--- src/hdl/blkm_ram.sv ---
// Generic single-write, single-read RAM with registered read data.
`default_nettype none

module blkm_ram #(
  parameter int WIDTH = 8,
  parameter int DEPTH = 256
) (
  input  wire logic                     clk,
  input  wire logic                     we,
  input  wire logic [$clog2(DEPTH)-1:0] waddr,
  input  wire logic [WIDTH-1:0]         wdata,
  input  wire logic                     re,
  input  wire logic [$clog2(DEPTH)-1:0] raddr,
  output logic      [WIDTH-1:0]         rdata
);

  logic [WIDTH-1:0] mem [DEPTH];

  // Write port
  always_ff @(posedge clk) begin
    if (we) begin
      mem[waddr] <= wdata;
    end
  end

  // Registered read port
  always_ff @(posedge clk) begin
    if (re) begin
      rdata <= mem[raddr];
    end
  end

endmodule

`default_nettype wire

--- config.mk ---
export PLATFORM = sky130hd
export DESIGN_NAME = blkm_ram
export DESIGN_NICKNAME = d
export VERILOG_FILES = /design/src/hdl/blkm_ram.sv
export SDC_FILE = /design/constraint.sdc
export NUM_CORES = 2
export LEC_CHECK = 0
export BUFFER_PORTS_ARGS = -buffer_cell sky130_fd_sc_hd__buf_4
export CORE_MARGIN = 2
export CORE_UTILIZATION = 35
export CTS_BUF_LIST = sky130_fd_sc_hd__clkbuf_8
export CTS_CLUSTER_SIZE = 25
export DETAILED_ROUTE_END_ITERATION = 8
export SLEW_MARGIN = 25
export SYNTH_ARGS = -nofsm -noshare
export SYNTH_HDL_FRONTEND = slang
export SYNTH_SLANG_ARGS = --single-unit
--- constraint.sdc ---
create_clock -name clk -period 2.95 [get_ports clk]
set_clock_uncertainty 0.1 [all_clocks]
set_input_delay 0.295 -clock clk [delete_from_list [all_inputs] [get_ports clk]]
set_output_delay 0.295 -clock clk [all_outputs]
set_load 0.05 [all_outputs]
==> results.sh <==
export IMPL_status="complete, no violations"
export IMPL_syn_inst=3733
export IMPL_io_pins=35
export IMPL_utilization_pct=41.4
export IMPL_r2r_start="mem[64][4]"
export IMPL_ys_seq_area_share_pct=77.5
export IMPL_yosys_warnings=0
export IMPL_start_util_pct=35.1
export IMPL_io_buffers=34
export IMPL_num_rows=175
export IMPL_synth_edf_count=2056
export IMPL_cp_arrival_ps=3470
export IMPL_final_cell_mix="edfxtp_1, buf_4, mux4_2, clkbuf_8, nor2_1"
export IMPL_synth_xor_area_share_pct=0
export IMPL_post_cts_setup_buffers=0
export IMPL_vias=41400
export IMPL_fmaxAchievable_ghz=0.352
export IMPL_fin_nets=4516
export IMPL_period_minus_slack_ps=2840
export IMPL_core_area_um2=227000
export IMPL_clkTransAtPathRegs_ps=60
export IMPL_min_from="re"
export IMPL_ys_ff_latch=2056
export IMPL_p_per_area_nw_per_um2=619
export IMPL_syn_to_final_growth_pct=17.9
export IMPL_first_iter_violations=4516
export IMPL_regArea_um2=61700
export IMPL_grt_pass1_wl_mm=300
export IMPL_muxShareOfSynthArea_pct=14.6
export IMPL_synth_nets=3760
export IMPL_cts_made_buffers=346
export IMPL_cts_sinks=2056
export IMPL_cap_violations=0
export IMPL_nFillCells=20000
export IMPL_dr_pass1_iters=6
export IMPL_via_per_inst=5.36
export IMPL_wl_mm=208
export IMPL_antenna_found_initial=9
export IMPL_synth_simple_gate_area_share_pct=2.63
export IMPL_setup_violations=0
export IMPL_multiInputGateArea_um2=16500
export IMPL_cp_start_kind="flip-flop"
export IMPL_grt_pass1_vias=41900
export IMPL_die_w_um=481
export IMPL_cp_max_fo=1
export IMPL_synthAdderAreaFrac_pct=0
export IMPL_yosysUniqueCellTypes=54
export IMPL_overflow=0
export IMPL_routabilityCongestion=0.842
export IMPL_finalHoldViolations=0
export IMPL_slew_headroom_pct=38.9
export IMPL_antenna_left=0
export IMPL_async_reset_ff_share_pct=0
export IMPL_cp_startpoint="mem[64][4]"
export IMPL_grt_max_degree=106
export IMPL_drive_gt1_share_pct=31.7
export IMPL_fp_dieH_um=481
export IMPL_groute_usage_overall_pct=17.9
export IMPL_cts_htree_levels=5
export IMPL_synth_compound_area_share_pct=3.42
export IMPL_total_power_mw=58.1
export IMPL_slew_viol_final=0
export IMPL_clk_insertion_delay_late_ps=1050
export IMPL_critPathCaptureType="flip-flop"
export IMPL_wire_per_inst_um=26.9
export IMPL_critPathRequiredTime_ps=3580
export IMPL_period_share_pct=96.4
export IMPL_cts_buffer_depth=4
export IMPL_tightest_slew_ps=908
export IMPL_synth_main_ff_cell="edfxtp_1"
export IMPL_dieArea_um2=231000
export IMPL_post_route_drc_count=0
export IMPL_final_common_cell="edfxtp_1"
export IMPL_cts_tree="done"
export IMPL_root_buffer="clkbuf_8"
export IMPL_leakage_nw=30.3
export IMPL_ir_drop_mv=0.410
export IMPL_synth_top_family_by_area="multiplexers"
export IMPL_crit_type="reg -> reg"
export IMPL_hold_class="in -> reg"
export IMPL_dp_hpwl_mm=132
export IMPL_rsz0062_at_grt="no"
export IMPL_synth_area_um2=79600
export IMPL_syn_area_per_cell_um2=21.3
synth_stat cells, types with 13 or more instances:
library cell / n / share of area, %
nand2_1: 33 / 0.16
nor2b_1: 31 / 0.24
buf_1: 22 / 0.10
nor4_1: 24 / 0.19
o22ai_1: 28 / 0.22
buf_8: 13 / 0.25
buf_6: 21 / 0.30
buf_2: 31 / 0.19
edfxtp_1: 2056 / 78
clkbuf_1: 111 / 0.52
nor2_1: 282 / 1.3
a22oi_1: 133 / 1.3
a21oi_1: 96 / 0.60
a211oi_1: 16 / 0.15
o221ai_1: 46 / 0.51
mux2i_1: 134 / 1.7
nand3_1: 34 / 0.21
mux4_2: 454 / 13
nor3_1: 22 / 0.14
a221oi_1: 13 / 0.14
buf_4: 27 / 0.25
flip-flops by register name, indices dropped and copies added (netlist names):
| signal | flops |
|---|---|
| mem | 2048 |
| rdata | 8 |
metal layers:
metal | up-vias | GRT usage, % | routed length [um]
met5 | - | 0 | 57
met2 | 1742 | 28.6 | 100000
met1 | 22000 | 24.7 | 86000
met3 | 346 | 3.35 | 15200
li1 | 17300 | - | -
met4 | 8 | 6.26 | 6610
what timing repair did:
item	4_1_cts	5_1_grt
gates resized for setup	4	0
hold endpoints to repair	2393	0
hold buffers	20	0
setup endpoints to repair	4	0
final timing paths:
check,to,slack (ps),cells after the start
min,rdata[5],120,2
max,rdata[4],110,6
min reg2reg,rdata[3],990,7
max reg2reg,rdata[4],110,6
worst max-delay path: stages, from the launching register on:
cell and delay [ps]:
edfxtp_1 350, mux4_2 500, mux4_2 480, nor2b_1 200
nor4_1 610, buf_4 250, nor4_1 50
cell families after synthesis:
| logic type | after synthesis |
|---|---|
| AND/OR/NAND/NOR | 466 |
| flip-flops | 2056 |
| multiplexers | 591 |
| buffers and inverters | 235 |
| AO/OA/AOI/OAI | 385 |
where the power goes:
part,total [mW],internal [mW],switching [mW]
clock network,22.5,11.5,10.9
registers,32.3,32.2,0.0503
logic,3.38,1.34,2.04
stage by stage:
stage	hold WS, ps	area (um2)	TNS, ps	setup WS (ps)	instances
finish	124	93900	0	107	7729
global route	69.2	93900	0	88.4	7729
global placement	590	87700	-4040	-724	7130
floorplan	294	79600	0	479	3733
CTS	33.8	93900	0	99.9	7728
detailed placement	596	87700	-4010	-756	7130
area by class of cell:
type / instances / share of cell area [%]
antenna: 1 / 0.00267
clock buffer: 353 / 5.17
clock inverter: 225 / 1.13
inverter: 2 / 0.00800
multi-input combinational: 1442 / 17.6
sequential: 2056 / 65.8
tap: 3009 / 4.01
timing repair buffer: 641 / 6.32
No activity file was read; power rests on OpenSTA's default activity.
