**config.mk**
```make
export PLATFORM = sky130hd
export DESIGN_NAME = blkm_div
export DESIGN_NICKNAME = d
export VERILOG_FILES = /design/src/hdl/blkm_pkg.sv /design/src/hdl/blkm_div.sv
export SDC_FILE = /design/constraint.sdc
export NUM_CORES = 1
export LEC_CHECK = 0
export BUFFER_PORTS_ARGS = -buffer_cell sky130_fd_sc_hd__buf_2
export CORE_MARGIN = 4
export CORE_UTILIZATION = 38
export CTS_CLUSTER_SIZE = 25
export DETAILED_ROUTE_END_ITERATION = 10
export GPL_TIMING_DRIVEN = 0
export PLACE_DENSITY = 0.62
export SETUP_SLACK_MARGIN = 0.3
export SLEW_MARGIN = 20
export SYNTH_ARGS = -nofsm -noshare
export SYNTH_HDL_FRONTEND = slang
export SYNTH_SLANG_ARGS = --single-unit
```
**constraint.sdc**
```tcl
create_clock -name clk -period 5 [get_ports clk]
set_input_delay 1 -clock clk [delete_from_list [all_inputs] [get_ports clk]]
set_output_delay 1 -clock clk [all_outputs]
set_load 0.005 [all_outputs]
```
**src/hdl/blkm_pkg.sv**
```systemverilog
// Shared types, constants and helpers of the block map allocator.
`default_nettype none

package blkm_pkg;

  // Pool and map geometry
  localparam int POOLS         = 3;
  localparam int TABLE_ENTRIES = 1024;
  localparam int NUM_REGS      = 3;
  localparam int MAP_DEPTH     = POOLS * TABLE_ENTRIES;
  localparam int MAP_AW        = $clog2(MAP_DEPTH);
  localparam int ENTRY_W       = $clog2(TABLE_ENTRIES);
  localparam int CUR_W         = ENTRY_W + 1;
  localparam int USED_W        = $clog2(TABLE_ENTRIES + 1);
  localparam int MAP_W         = USED_W;

  // Field widths
  localparam int POOL_W    = 2;
  localparam int SIZE_W    = 32;
  localparam int OFFSET_W  = 22;
  localparam int USAGE_W   = 10;
  localparam int BS_W      = 13;
  localparam int CFG_IDX_W = 2;
  localparam int DIVD_W    = SIZE_W + 1;
  localparam int DIV_CNT_W = $clog2(DIVD_W + 1);
  localparam int PERM_W    = USED_W + USAGE_W;
  localparam int BOFF_W    = ENTRY_W + BS_W;

  // Constants
  localparam int BS_MAX   = 4096;
  localparam int BS_RESET = 64;
  localparam int PERMILLE = 1000;

  // Request codes
  localparam logic REQ_ALLOC = 1'b0;
  localparam logic REQ_FREE  = 1'b1;

  // Configuration register indexes
  localparam logic [CFG_IDX_W-1:0] REG_BS_POOL0 = 2'd0;
  localparam logic [CFG_IDX_W-1:0] REG_BS_POOL1 = 2'd1;
  localparam logic [CFG_IDX_W-1:0] REG_BS_POOL2 = 2'd2;

  typedef enum logic [1:0] {
    STAT_OK         = 2'd0,
    STAT_ALLOC_FAIL = 2'd1,
    STAT_NOT_READY  = 2'd2,
    STAT_BAD_OFFSET = 2'd3
  } status_t;

  typedef struct packed {
    logic                req_type;
    logic [POOL_W-1:0]   pool;
    logic [SIZE_W-1:0]   alloc_size;
    logic [SIZE_W-1:0]   free_offset;
  } in_t;

  typedef struct packed {
    status_t             status;
    logic [OFFSET_W-1:0] block_offset;
    logic [USAGE_W-1:0]  usage_permille;
  } out_t;

  typedef enum logic [3:0] {
    ST_CLEAR,
    ST_IDLE,
    ST_DIV,
    ST_SCAN,
    ST_MARK,
    ST_FREE_RD,
    ST_FREE_LEN,
    ST_FREE_CLR,
    ST_DONE
  } ctrl_state_t;

  typedef struct packed {
    logic              start;
    logic [DIVD_W-1:0] dividend;
    logic [BS_W-1:0]   divisor;
  } div_req_t;

  typedef struct packed {
    logic              done;
    logic [DIVD_W-1:0] quotient;
  } div_rsp_t;

  // Clamp a block size register: zero acts as one, large values saturate
  function automatic logic [BS_W-1:0] eff_block_size(input logic [BS_W-1:0] b);
    logic [BS_W-1:0] r;
    if (b == '0) begin
      r = BS_W'(1);
    end else if (b > BS_W'(BS_MAX)) begin
      r = BS_W'(BS_MAX);
    end else begin
      r = b;
    end
    return r;
  endfunction

endpackage

`default_nettype wire

```
**src/hdl/blkm_div.sv**
```systemverilog
// Bit-serial restoring divider: one quotient bit per cycle.
`default_nettype none

module blkm_div import blkm_pkg::*; (
  input  wire logic     clk,
  input  wire logic     rst_n,
  input  wire div_req_t req,
  output div_rsp_t      rsp
);

  logic                 busy_r, busy_nxt;
  logic                 done_r, done_nxt;
  logic [DIV_CNT_W-1:0] cnt_r, cnt_nxt;
  logic [BS_W-1:0]      rem_r, rem_nxt;
  logic [DIVD_W-1:0]    quo_r, quo_nxt;
  logic [BS_W-1:0]      dvs_r, dvs_nxt;
  logic [BS_W:0]        trial;
  logic [BS_W:0]        diff;
  logic                 ge;

  // Trial subtract of the shifted remainder
  assign trial = {rem_r, quo_r[DIVD_W-1]};
  assign diff  = trial - {1'b0, dvs_r};
  assign ge    = (trial >= {1'b0, dvs_r});

  // Load on start, shift one bit per cycle while busy
  always_comb begin
    busy_nxt = busy_r;
    done_nxt = 1'b0;
    cnt_nxt  = cnt_r;
    rem_nxt  = rem_r;
    quo_nxt  = quo_r;
    dvs_nxt  = dvs_r;
    if (req.start) begin
      busy_nxt = 1'b1;
      cnt_nxt  = DIV_CNT_W'(DIVD_W);
      rem_nxt  = '0;
      quo_nxt  = req.dividend;
      dvs_nxt  = req.divisor;
    end else if (busy_r) begin
      rem_nxt = ge ? diff[BS_W-1:0] : trial[BS_W-1:0];
      quo_nxt = {quo_r[DIVD_W-2:0], ge};
      cnt_nxt = cnt_r - DIV_CNT_W'(1);
      if (cnt_r == DIV_CNT_W'(1)) begin
        busy_nxt = 1'b0;
        done_nxt = 1'b1;
      end
    end
  end

  // Control state
  always_ff @(posedge clk) begin
    if (!rst_n) begin
      busy_r <= 1'b0;
      done_r <= 1'b0;
      cnt_r  <= '0;
    end else begin
      busy_r <= busy_nxt;
      done_r <= done_nxt;
      cnt_r  <= cnt_nxt;
    end
  end

  // Datapath
  always_ff @(posedge clk) begin
    rem_r <= rem_nxt;
    quo_r <= quo_nxt;
    dvs_r <= dvs_nxt;
  end

  assign rsp.done     = done_r;
  assign rsp.quotient = quo_r;

endmodule

`default_nettype wire

```
==> impl_metrics.csv, run 1 <==
group,metric,value,unit
logic_synthesis,async_reset_ff_share,0,%
place,hpwl,5.36,mm
detailed_routing,drc_errors,0,
logic_synthesis,yosysWarnings,0,
clocking,cts_tree,"done",
detailed_routing,wl_per_cell,15.2,um
pwr,internal_power,1.07,mW
floorplan,start_util,38.8,%
floorplan,die_x,102,um
cells_and_area,multiInputGateArea,0.00144,sq mm
clocking,clk_latency,0.33,ns
clocking,postCtsSetupBuffers,0,
cells_and_area,diodes,0,
place,port_buffers,82,
logic_synthesis,synthCells,278,
timing,layout_min_cycle_time,2.95,ns
grt,grt_pass1_vias,2429,
critical_path,critical_path_arrival,2.91,ns
critical_path,cp_data_required_time,4.97,ns
clocking,cts_sinks,67,
logic_synthesis,syn-mean-instance-area,12.1,sq um
critical_path,reg2reg_from,"quo_r[32]",
pwr,seqPwrFrac,46.8,%
clocking,clk_pin_slew,0.07,ns
place,gp_congestion,0.886,
pwr,sw_frac_of_total,26.5,%
grt,grt_antenna_before_repair,0,
clocking,numCtsBuffers,9,
timing,worst_slew_pin_slew,0.764,ns
detailed_routing,vias_per_cell,5.10,
logic_synthesis,synth_area,0.00337,sq mm
timing,layout_setup_ws,2.05,ns
floorplan,rows,34,
critical_path,slowest_delay,0.69,ns
clocking,clockBufferDepth,2,
outcome,status,"completed",
cells_and_area,finalInstanceArea,0.00413,sq mm
critical_path,r2r_setup_slack,2.22,ns
clocking,h-tree-depth,3,
logic_synthesis,synth_fp_nets,343,
timing,maxSlewViolCount,0,
detailed_routing,drt-total-wl,7.36,mm
critical_path,worstPathMaxFanout,33,
pwr,p_switching,387,uW
timing,fmax,339,MHz
logic_synthesis,ys.flop_type,"edfxtp_1",
floorplan,coreArea,0.00868,sq mm
cells_and_area,area_growth,22.5,%
place,post-place-ws,1.64,ns
logic_synthesis,synth.distinct_cells,49,
clocking,cts_resized,0,
timing,rsz0062_at_grt,"false",
floorplan,ios,83,
critical_path,critPathLaunchType,"input pin",
cells_and_area,fillers,834,
hold_path,holdPathStages,2,
critical_path,critical_path_class,"input pin to register",
pwr,power.total,1.46,mW
hold_path,hold_start,"cnt_r[1]",
timing,fin_skew,0.00644,ns
logic_synthesis,ys_seq_area_share,53.5,%
pwr,power_frac_comb,20.0,%
critical_path,path_cells,"buf_2, clkbuf_1, clkinv_1, nand2_2",
critical_path,r2r_cells,10,
flow_run,maxCapViolations,0,
timing,slew_headroom,48.9,%
grt,grt_pass1_wl,11.7,mm
detailed_routing,drt-initial-drc-count,113,
grt,overflow,0,
logic_synthesis,synth_edf_count,46,
clocking,cts_root_buf,"clkbuf_8",
clocking,hold_buffers,0,
timing,period_share,59.0,%
detailed_routing,antenna_left,0,
floorplan,die_h,102,um
grt,grt_max_degree,34,
critical_path,crit_path_end_kind,"register",
cells_and_area,seqCellArea,0.00180,sq mm
critical_path,cp_slowest_cell,"nand2_2",
critical_path,r2r-end,"quo_r[0]",
cells_and_area,layout.nets,436,
hold_path,whs_endpoint,"cnt_r[1]",
cells_and_area,drive_gt1_share,37.2,%
detailed_routing,first_pass_iters,4,
detailed_routing,via_count,2466,
timing,fin_setup_tns,0,ns
timing,holdWs,0.507,ns
pwr,power.density,354,mW/mm^2
pwr,power_frac_clock,33.1,%
place,placed_area,0.00392,sq mm
hold_path,min_path_type,"register to register",
pwr,max-vdd-ir-drop,0.000187,V
floorplan,dieArea,0.0104,sq mm
logic_synthesis,ys_ff_latch,67,
pwr,power.static_leakage,1.77,nW
timing,finalHoldViolations,0,
timing,setup_viol,0,
grt,grt_usage,14.5,%
[per-stage QoR]
stage / instances / util, %
after CTS: 484 / 47.5
final: 484 / 47.5
after global routing: 484 / 47.5
after detailed placement: 468 / 45.1
after global placement: 468 / 45.1
after floorplan: 278 / -
[critical path: cells and delay by family]
kind	cells	cell delay, ns
buffers and inverters	3	1.20
and+or+nand+nor	1	0.69
[registers in the layout, indices dropped and copies added, names as in the netlist]
signal and flops:
cnt_r 6, quo_r 33, done_r 1, busy_r 1
rem_r 13, dvs_r 13
[final cells by class]
type | count | area share, %
Clock inverter | 6 | 1.97
Buffer | 12 | 1.39
Tap cell | 108 | 3.27
Multi-Input combinational cell | 180 | 34.9
Timing Repair Buffer | 82 | 9.95
Clock buffer | 10 | 3.09
Sequential cell | 67 | 43.7
Inverter | 19 | 1.73
[cell usage in the layout (no fill, tap or decap), types with 6 or more instances in the layout]
cell type	count
a21o_1	7
a211oi_1	8
buf_2	83
a21oi_1	9
xor2_1	6
nand2_1	12
nor2_1	18
inv_1	18
xnor2_1	9
edfxtp_1	46
and3_1	6
clkbuf_1	8
mux2_2	33
dfxtp_1	21
ha_1	15
clkbuf_8	9
[worst max path at each step]
stage / slack, ns / endpoint / startpoint
finish: 2.05 / quo_r[1] / req[46]
global route: 1.86 / quo_r[1] / req[46]
CTS: 2.01 / quo_r[1] / req[46]
detailed placement: 1.64 / quo_r[12] / req[46]
global placement: 1.20 / quo_r[26] / req[46]
floorplan: 2.32 / quo_r[0] / req[46]
[power groups by stage]
stage | Combinational (mW) | Sequential, mW | Clock [mW]
final | 0.293 | 0.683 | 0.483
after CTS | 0.294 | 0.684 | 0.498
after floorplan | 0.194 | 0.693 | 0
after global placement | 0.288 | 0.694 | 0
after detailed placement | 0.293 | 0.695 | 0
after global routing | 0.326 | 0.690 | 0.522
[synthesized netlist by cell type (3+ instances only)]
| cell | instances | area share [%] |
|---|---|---|
| a31o_2 | 3 | 0.78 |
| nor2_1 | 18 | 2.0 |
| xnor2_1 | 9 | 2.3 |
| nand3_1 | 3 | 0.45 |
| mux2i_1 | 5 | 1.5 |
| ha_1 | 15 | 5.6 |
| a31oi_1 | 4 | 0.74 |
| o21ai_0 | 4 | 0.59 |
| nand2_1 | 13 | 1.4 |
| a21o_1 | 7 | 1.6 |
| clkbuf_1 | 7 | 0.78 |
| xor2_1 | 6 | 1.6 |
| inv_1 | 18 | 2.0 |
| edfxtp_1 | 46 | 41 |
| a211oi_1 | 8 | 1.8 |
| mux2_2 | 33 | 11 |
| dfxtp_1 | 21 | 12 |
| a21oi_1 | 9 | 1.3 |
| nor3_1 | 5 | 0.74 |
| a311o_1 | 3 | 0.89 |
| and3_1 | 6 | 1.1 |
[cell families after synthesis]
logic type	synth area share, %
fa+ha+maj	6.16
flops	53.5
mux	12.5
xor+xnor	3.90
simple gates	7.50
compound gates	12.6
buf+inv	3.82
[per-layer routing]
metal | share of wire (%) | track usage (%) | vias up
met5 | 0 | 0 | -
met4 | 1.8 | 6.66 | 0
met3 | 5.1 | 3.55 | 13
met2 | 47 | 22.2 | 49
met1 | 46 | 19.5 | 1176
li1 | - | - | 1228
(Power assumes the default switching activity.)
==> inputs of run 2 (changes only) <==
Clock period 5 ns to 2.8 ns, I/O delays scaled along.
==> impl_metrics.csv, run 2 (same netlist as run 1, synthesis figures left out) <==
group,metric,value,unit
outcome,status,"completed",
pwr,power.static_leakage,1.80,nW
cells_and_area,largest_reg_flops,33,
floorplan,die_h,102,um
critical_path,crit_path_end_kind,"register",
detailed_routing,drt-initial-drc-count,114,
critical_path,critPathLaunchType,"register",
cells_and_area,reg_top3,"quo_r: 33 flops, dvs_r: 13 flops, rem_r: 13 flops",
detailed_routing,first_pass_iters,4,
place,gp_congestion,0.841,
clocking,cts_tree,"done",
floorplan,ios,83,
detailed_routing,drc_errors,0,
clocking,clk_pin_slew,0.08,ns
timing,maxSlewViolCount,0,
clocking,hold_buffers,0,
grt,overflow,0,
floorplan,die_x,102,um
timing,layout_setup_ws,0.263,ns
grt,grt_pass1_vias,2400,
timing,setup_viol,0,
floorplan,dieArea,0.0104,sq mm
place,post-place-ws,-0.167,ns
clocking,numCtsBuffers,9,
detailed_routing,via_count,2485,
cells_and_area,finalInstanceArea,0.00425,sq mm
cells_and_area,diodes,0,
flow_run,maxCapViolations,0,
grt,grt_pass1_wl,11.8,mm
cells_and_area,final_common_cell,"buf_2",
clocking,cts_root_buf,"clkbuf_8",
timing,holdWs,0.391,ns
clocking,cts_sinks,67,
timing,worst_slew_pin_slew,0.709,ns
floorplan,rows,34,
pwr,power.total,2.59,mW
critical_path,critical_path_arrival,2.63,ns
cells_and_area,top_register,"quo_r",
cells_and_area,layout_common_cells,"buf_2, edfxtp_1, mux2_2",
grt,grt_antenna_before_repair,0,
hold_path,min_path_type,"input pin to register",
place,port_buffers,82,
timing,rsz0062_at_grt,"true",
clocking,clockBufferDepth,2,
pwr,power.density,610,mW/mm^2
timing,finalHoldViolations,0,
critical_path,worstPathMaxFanout,9,
pwr,max-vdd-ir-drop,0.000356,V
timing,layout_min_cycle_time,2.54,ns
timing,fin_skew,0.0119,ns
detailed_routing,wl_per_cell,15.1,um
timing,slew_headroom,52.7,%
cells_and_area,area_growth,26.0,%
detailed_routing,vias_per_cell,5.07,
cells_and_area,drive_gt1_share,40.8,%
detailed_routing,drt-total-wl,7.41,mm
clocking,h-tree-depth,3,
timing,period_share,90.6,%
critical_path,cp_data_required_time,2.89,ns
clocking,clk_latency,0.34,ns
cells_and_area,layout.nets,442,
floorplan,coreArea,0.00868,sq mm
place,hpwl,5.30,mm
floorplan,start_util,38.8,%
grt,grt_usage,14.8,%
detailed_routing,antenna_left,0,
critical_path,critical_path_class,"register to register",
timing,fmax,394,MHz
grt,grt_max_degree,34,
place,placed_area,0.00392,sq mm
==> run 2: changes by cell type in the layout (fill, tap and decap cells not counted), sizes merged <==
| cell | delta |
|---|---|
| buf | +6 |
| clkinvlp | +2 |
| bufinv | -1 |
| clkinv | -1 |
==> run 2: worst paths after layout <==
check / from / to / slack [ns] / cells after the start
worst max-delay path: quo_r[32] / quo_r[0] / 0.26 / 10
worst min-delay path: req[9] / dvs_r[9] / 0.39 / 1
worst max register to register: quo_r[32] / quo_r[0] / 0.26 / 10
worst min register to register: cnt_r[1] / cnt_r[1] / 0.50 / 2
==> run 2: repair_timing <==
action,CTS,global route
gates cloned,1,0
buffers inserted,4,1
setup endpoints to repair,47,14
resized for setup,3,17
pin swaps,4,13
==> run 2: critical path, stage by stage, from the launching register on <==
cell and delay [ns]:
edfxtp_1 0.41, inv_1 0.08, ha_2 0.18, inv_2 0.04
fa_2 0.34, a211o_1 0.32, a21o_1 0.22, a31oi_4 0.18
o21ai_4 0.11, buf_6 0.16, mux2_2 0.26
==> run 2: through the flow <==
step	std cells	utilization [%]	setup TNS [ns]
5_1_grt	490	48.9	0
3_3_place_gp	468	45.1	-18.96
2_1_floorplan	278	-	0
4_1_cts	489	47.9	0
3_5_place_dp	468	45.2	-5.47
6_report	490	48.9	0
==> run 2: power breakdown <==
group          leakage, nW  switching [mW]  total (mW)  internal, mW
registers            0.632          0.0532        1.22          1.17
logic                 1.08           0.292       0.575         0.283
clock network       0.0885           0.383       0.794         0.411
total                 1.80           0.728        2.59          1.86
==> run 2: area by class of cell <==
cell class                      instances  area (sq um)
Timing Repair Buffer                   88           463
Clock inverter                          6          66.3
Inverter                               19          71.3
Multi-Input combinational cell        180          1520
Fill cell                             803          4430
Sequential cell                        67          1800
Clock buffer                           10           128
Tap cell                              108           135
Buffer                                 12          63.8
==> run 2: routing by layer <==
metal  global-route usage, %  share of wire [%]  vias up
met2                    22.7                 48       68
met4                    6.96                2.0        0
met1                    19.7                 45     1166
met3                    3.48                5.0       12
li1                        -                  -     1239
met5                       0                  0        -
==> inputs of run 3 (changes only) <==
Settings changed: ABC_AREA set to 1, CORE_MARGIN 4 to not set, PLACE_DENSITY 0.62 to not set.
==> impl_metrics.csv, run 3 <==
group,metric,value,unit
critical_path,slowest_delay,0.46,ns
logic_synthesis,async_reset_ff_share,0,%
pwr,seqPwrFrac,50.8,%
clocking,cts_tree,"done",
critical_path,path_cells,"inv_1, ha_1, inv_1, fa_1, nand2_1, nand2_1, nand3_1, nand2_1, nand2_2, nand3_4, buf_12, nand2_1, nand2_1",
logic_synthesis,synth_xor_area_share,1.64,%
cells_and_area,final_cells,696,
timing,worst_slew_pin_slew,0.589,ns
logic_synthesis,synth_top_family_by_area,"simple AND/OR/NAND/NOR gates",
critical_path,critical_path_arrival,2.43,ns
timing,fin_skew,0.00874,ns
place,port_buffers,82,
pwr,sw_frac_of_total,27.3,%
logic_synthesis,ys_seq_area_share,48.1,%
clocking,hold_buffers,0,
place,hpwl,6.34,mm
timing,setup_viol,0,
cells_and_area,layout_common_cells,"nand2_1, buf_2, inv_1",
logic_synthesis,synthCells,468,
logic_synthesis,synth_mux_area_share,0,%
critical_path,critical_path_class,"register to register",
place,gp_congestion,0.853,
cells_and_area,area_growth,21.2,%
floorplan,rows,35,
logic_synthesis,synth-simple-area-share,32.7,%
cells_and_area,diodes,0,
detailed_routing,drt-initial-drc-count,123,
floorplan,ios,83,
logic_synthesis,synthTopCellsByArea,"edfxtp_1, nand2_1, dfxtp_1, inv_1, ha_1",
outcome,status,"completed",
place,placed_area,0.00434,sq mm
logic_synthesis,syn-mean-instance-area,8.00,sq um
timing,holdWs,0.389,ns
timing,finalHoldViolations,0,
timing,fmax,429,MHz
detailed_routing,via_count,3248,
timing,period_share,83.2,%
detailed_routing,first_pass_iters,4,
logic_synthesis,synth_area,0.00374,sq mm
clocking,clockBufferDepth,2,
pwr,power_frac_clock,34.8,%
clocking,cts_resized,0,
floorplan,die_h,101,um
pwr,power_frac_comb,14.5,%
cells_and_area,fillers,988,
critical_path,cp_data_required_time,2.91,ns
critical_path,worstPathMaxFanout,10,
cells_and_area,drive_gt1_share,23.6,%
hold_path,min_path_type,"input pin to register",
detailed_routing,drt-total-wl,8.58,mm
logic_synthesis,ys.flop_type,"edfxtp_1",
pwr,power.density,517,mW/mm^2
cells_and_area,largest_reg_flops,33,
clocking,clk_latency,0.34,ns
grt,grt_antenna_before_repair,0,
grt,grt_pass1_wl,14.8,mm
clocking,cts_root_buf,"clkbuf_8",
critical_path,critPathTopFamily,"simple AND/OR/NAND/NOR gates",
logic_synthesis,synth_common_cells,"nand2_1, inv_1, edfxtp_1, nand3_1, dfxtp_1",
pwr,power.total,2.34,mW
clocking,cts_sinks,67,
timing,maxSlewViolCount,0,
critical_path,worst-path-buf-inv,3,
logic_synthesis,yosys.area_share.adder,5.55,%
logic_synthesis,synth_compound_area_share,2.37,%
logic_synthesis,synth_top_area_cell,"edfxtp_1",
detailed_routing,drc_errors,0,
cells_and_area,top_register,"quo_r",
logic_synthesis,ys_ff_latch,67,
logic_synthesis,synth_fp_nets,533,
clocking,numCtsBuffers,9,
grt,grt_usage,18.7,%
timing,rsz0062_at_grt,"false",
timing,fin_setup_tns,0,ns
detailed_routing,wl_per_cell,12.3,um
grt,grt_pass1_vias,3243,
grt,grt_max_degree,34,
place,dp_cells,680,
pwr,p_switching,640,uW
floorplan,dieArea,0.0103,sq mm
logic_synthesis,yosysTopAreaCellShare,36.9,%
clocking,clk_pin_slew,0.08,ns
floorplan,start_util,39.9,%
critical_path,crit_top_cell,"nand2_1",
pwr,internal_power,1.70,mW
pwr,power.static_leakage,2.32,nW
logic_synthesis,synth_most_common_cell,"nand2_1",
timing,layout_min_cycle_time,2.33,ns
critical_path,cp_slowest_cell,"fa_1",
cells_and_area,final_common_cell,"nand2_1",
critical_path,crit_path_end_kind,"register",
cells_and_area,layout.nets,627,
floorplan,coreArea,0.00937,sq mm
clocking,h-tree-depth,3,
critical_path,critPathLaunchType,"register",
flow_run,maxCapViolations,0,
logic_synthesis,synth.distinct_cells,31,
detailed_routing,antenna_left,0,
cells_and_area,reg_top3,"quo_r: 33 flops, dvs_r: 13 flops, rem_r: 13 flops",
cells_and_area,finalInstanceArea,0.00454,sq mm
timing,slew_headroom,60.8,%
grt,overflow,0,
detailed_routing,vias_per_cell,4.67,
logic_synthesis,synth_edf_count,46,
pwr,max-vdd-ir-drop,0.000295,V
clocking,postCtsSetupBuffers,0,
floorplan,die_x,101,um
logic_synthesis,yosysWarnings,0,
-- run 3: cell count changes after synthesis, moves of 6 or more --
cell	previous run	this run
inv_1	18	66
and3_1	6	0
nand2_2	0	7
nand4_1	1	18
a21o_1	7	0
nand3_1	3	27
mux2_2	33	0
nand3_2	0	6
nand2_1	13	191
a211oi_1	8	2
-- run 3: final timing paths --
kind              from   endpoint  slack, ns  depth (start not counted)
max          quo_r[32]   quo_r[0]       0.47                         13
max reg2reg  quo_r[32]   quo_r[0]       0.47                         13
min reg2reg  rem_r[10]  rem_r[10]       0.48                          2
min             req[8]   dvs_r[8]       0.39                          1
-- run 3: cell type report --
type / instances / area [sq um] / area share, %
Clock inverter: 7 / 76.3 / 1.68
Tap cell: 129 / 161 / 3.56
Clock buffer: 9 / 124 / 2.73
Multi-Input combinational cell: 314 / 1580 / 34.9
Inverter: 72 / 270 / 5.96
Timing Repair Buffer: 83 / 430 / 9.49
Buffer: 15 / 88.8 / 1.96
Sequential cell: 67 / 1800 / 39.7
-- run 3: cell families after synthesis --
family / count (synthesis)
and+or+nand+nor: 277
xor gates and xnor gates: 7
adders and majority gates: 16
DFF: 67
AOI/OAI and AO/OA: 14
buffers and inverters: 87
-- run 3: worst register-to-register path, delay by kind of cell (launching register included) --
| family | cells | cell delay (ns) |
|---|---|---|
| and+or+nand+nor | 8 | 0.67 |
| DFF | 1 | 0.41 |
| buffers and inverters | 3 | 0.39 |
| adders and majority gates | 2 | 0.62 |
-- run 3: layer usage --
metal	global-route usage (%)	share of wire (%)
met1	22.7	45
met2	30.1	44
met3	7.18	9.6
met4	6.91	1.5
met5	0	0
-- run 3: stage by stage --
step,utilization (%),setup slack [ns]
2_1_floorplan,-,0.746
3_3_place_gp,46.0,0.0186
3_5_place_dp,46.3,0.490
4_1_cts,48.4,0.485
5_1_grt,48.4,0.327
6_report,48.4,0.470
-- run 3: power groups by stage --
stage	registers [mW]	clock network, mW	logic [mW]
floorplan	1.21	0	0.193
finish	1.19	0.815	0.339
global placement	1.21	0	0.332
global route	1.20	0.886	0.386
detailed placement	1.21	0	0.342
CTS	1.19	0.841	0.342
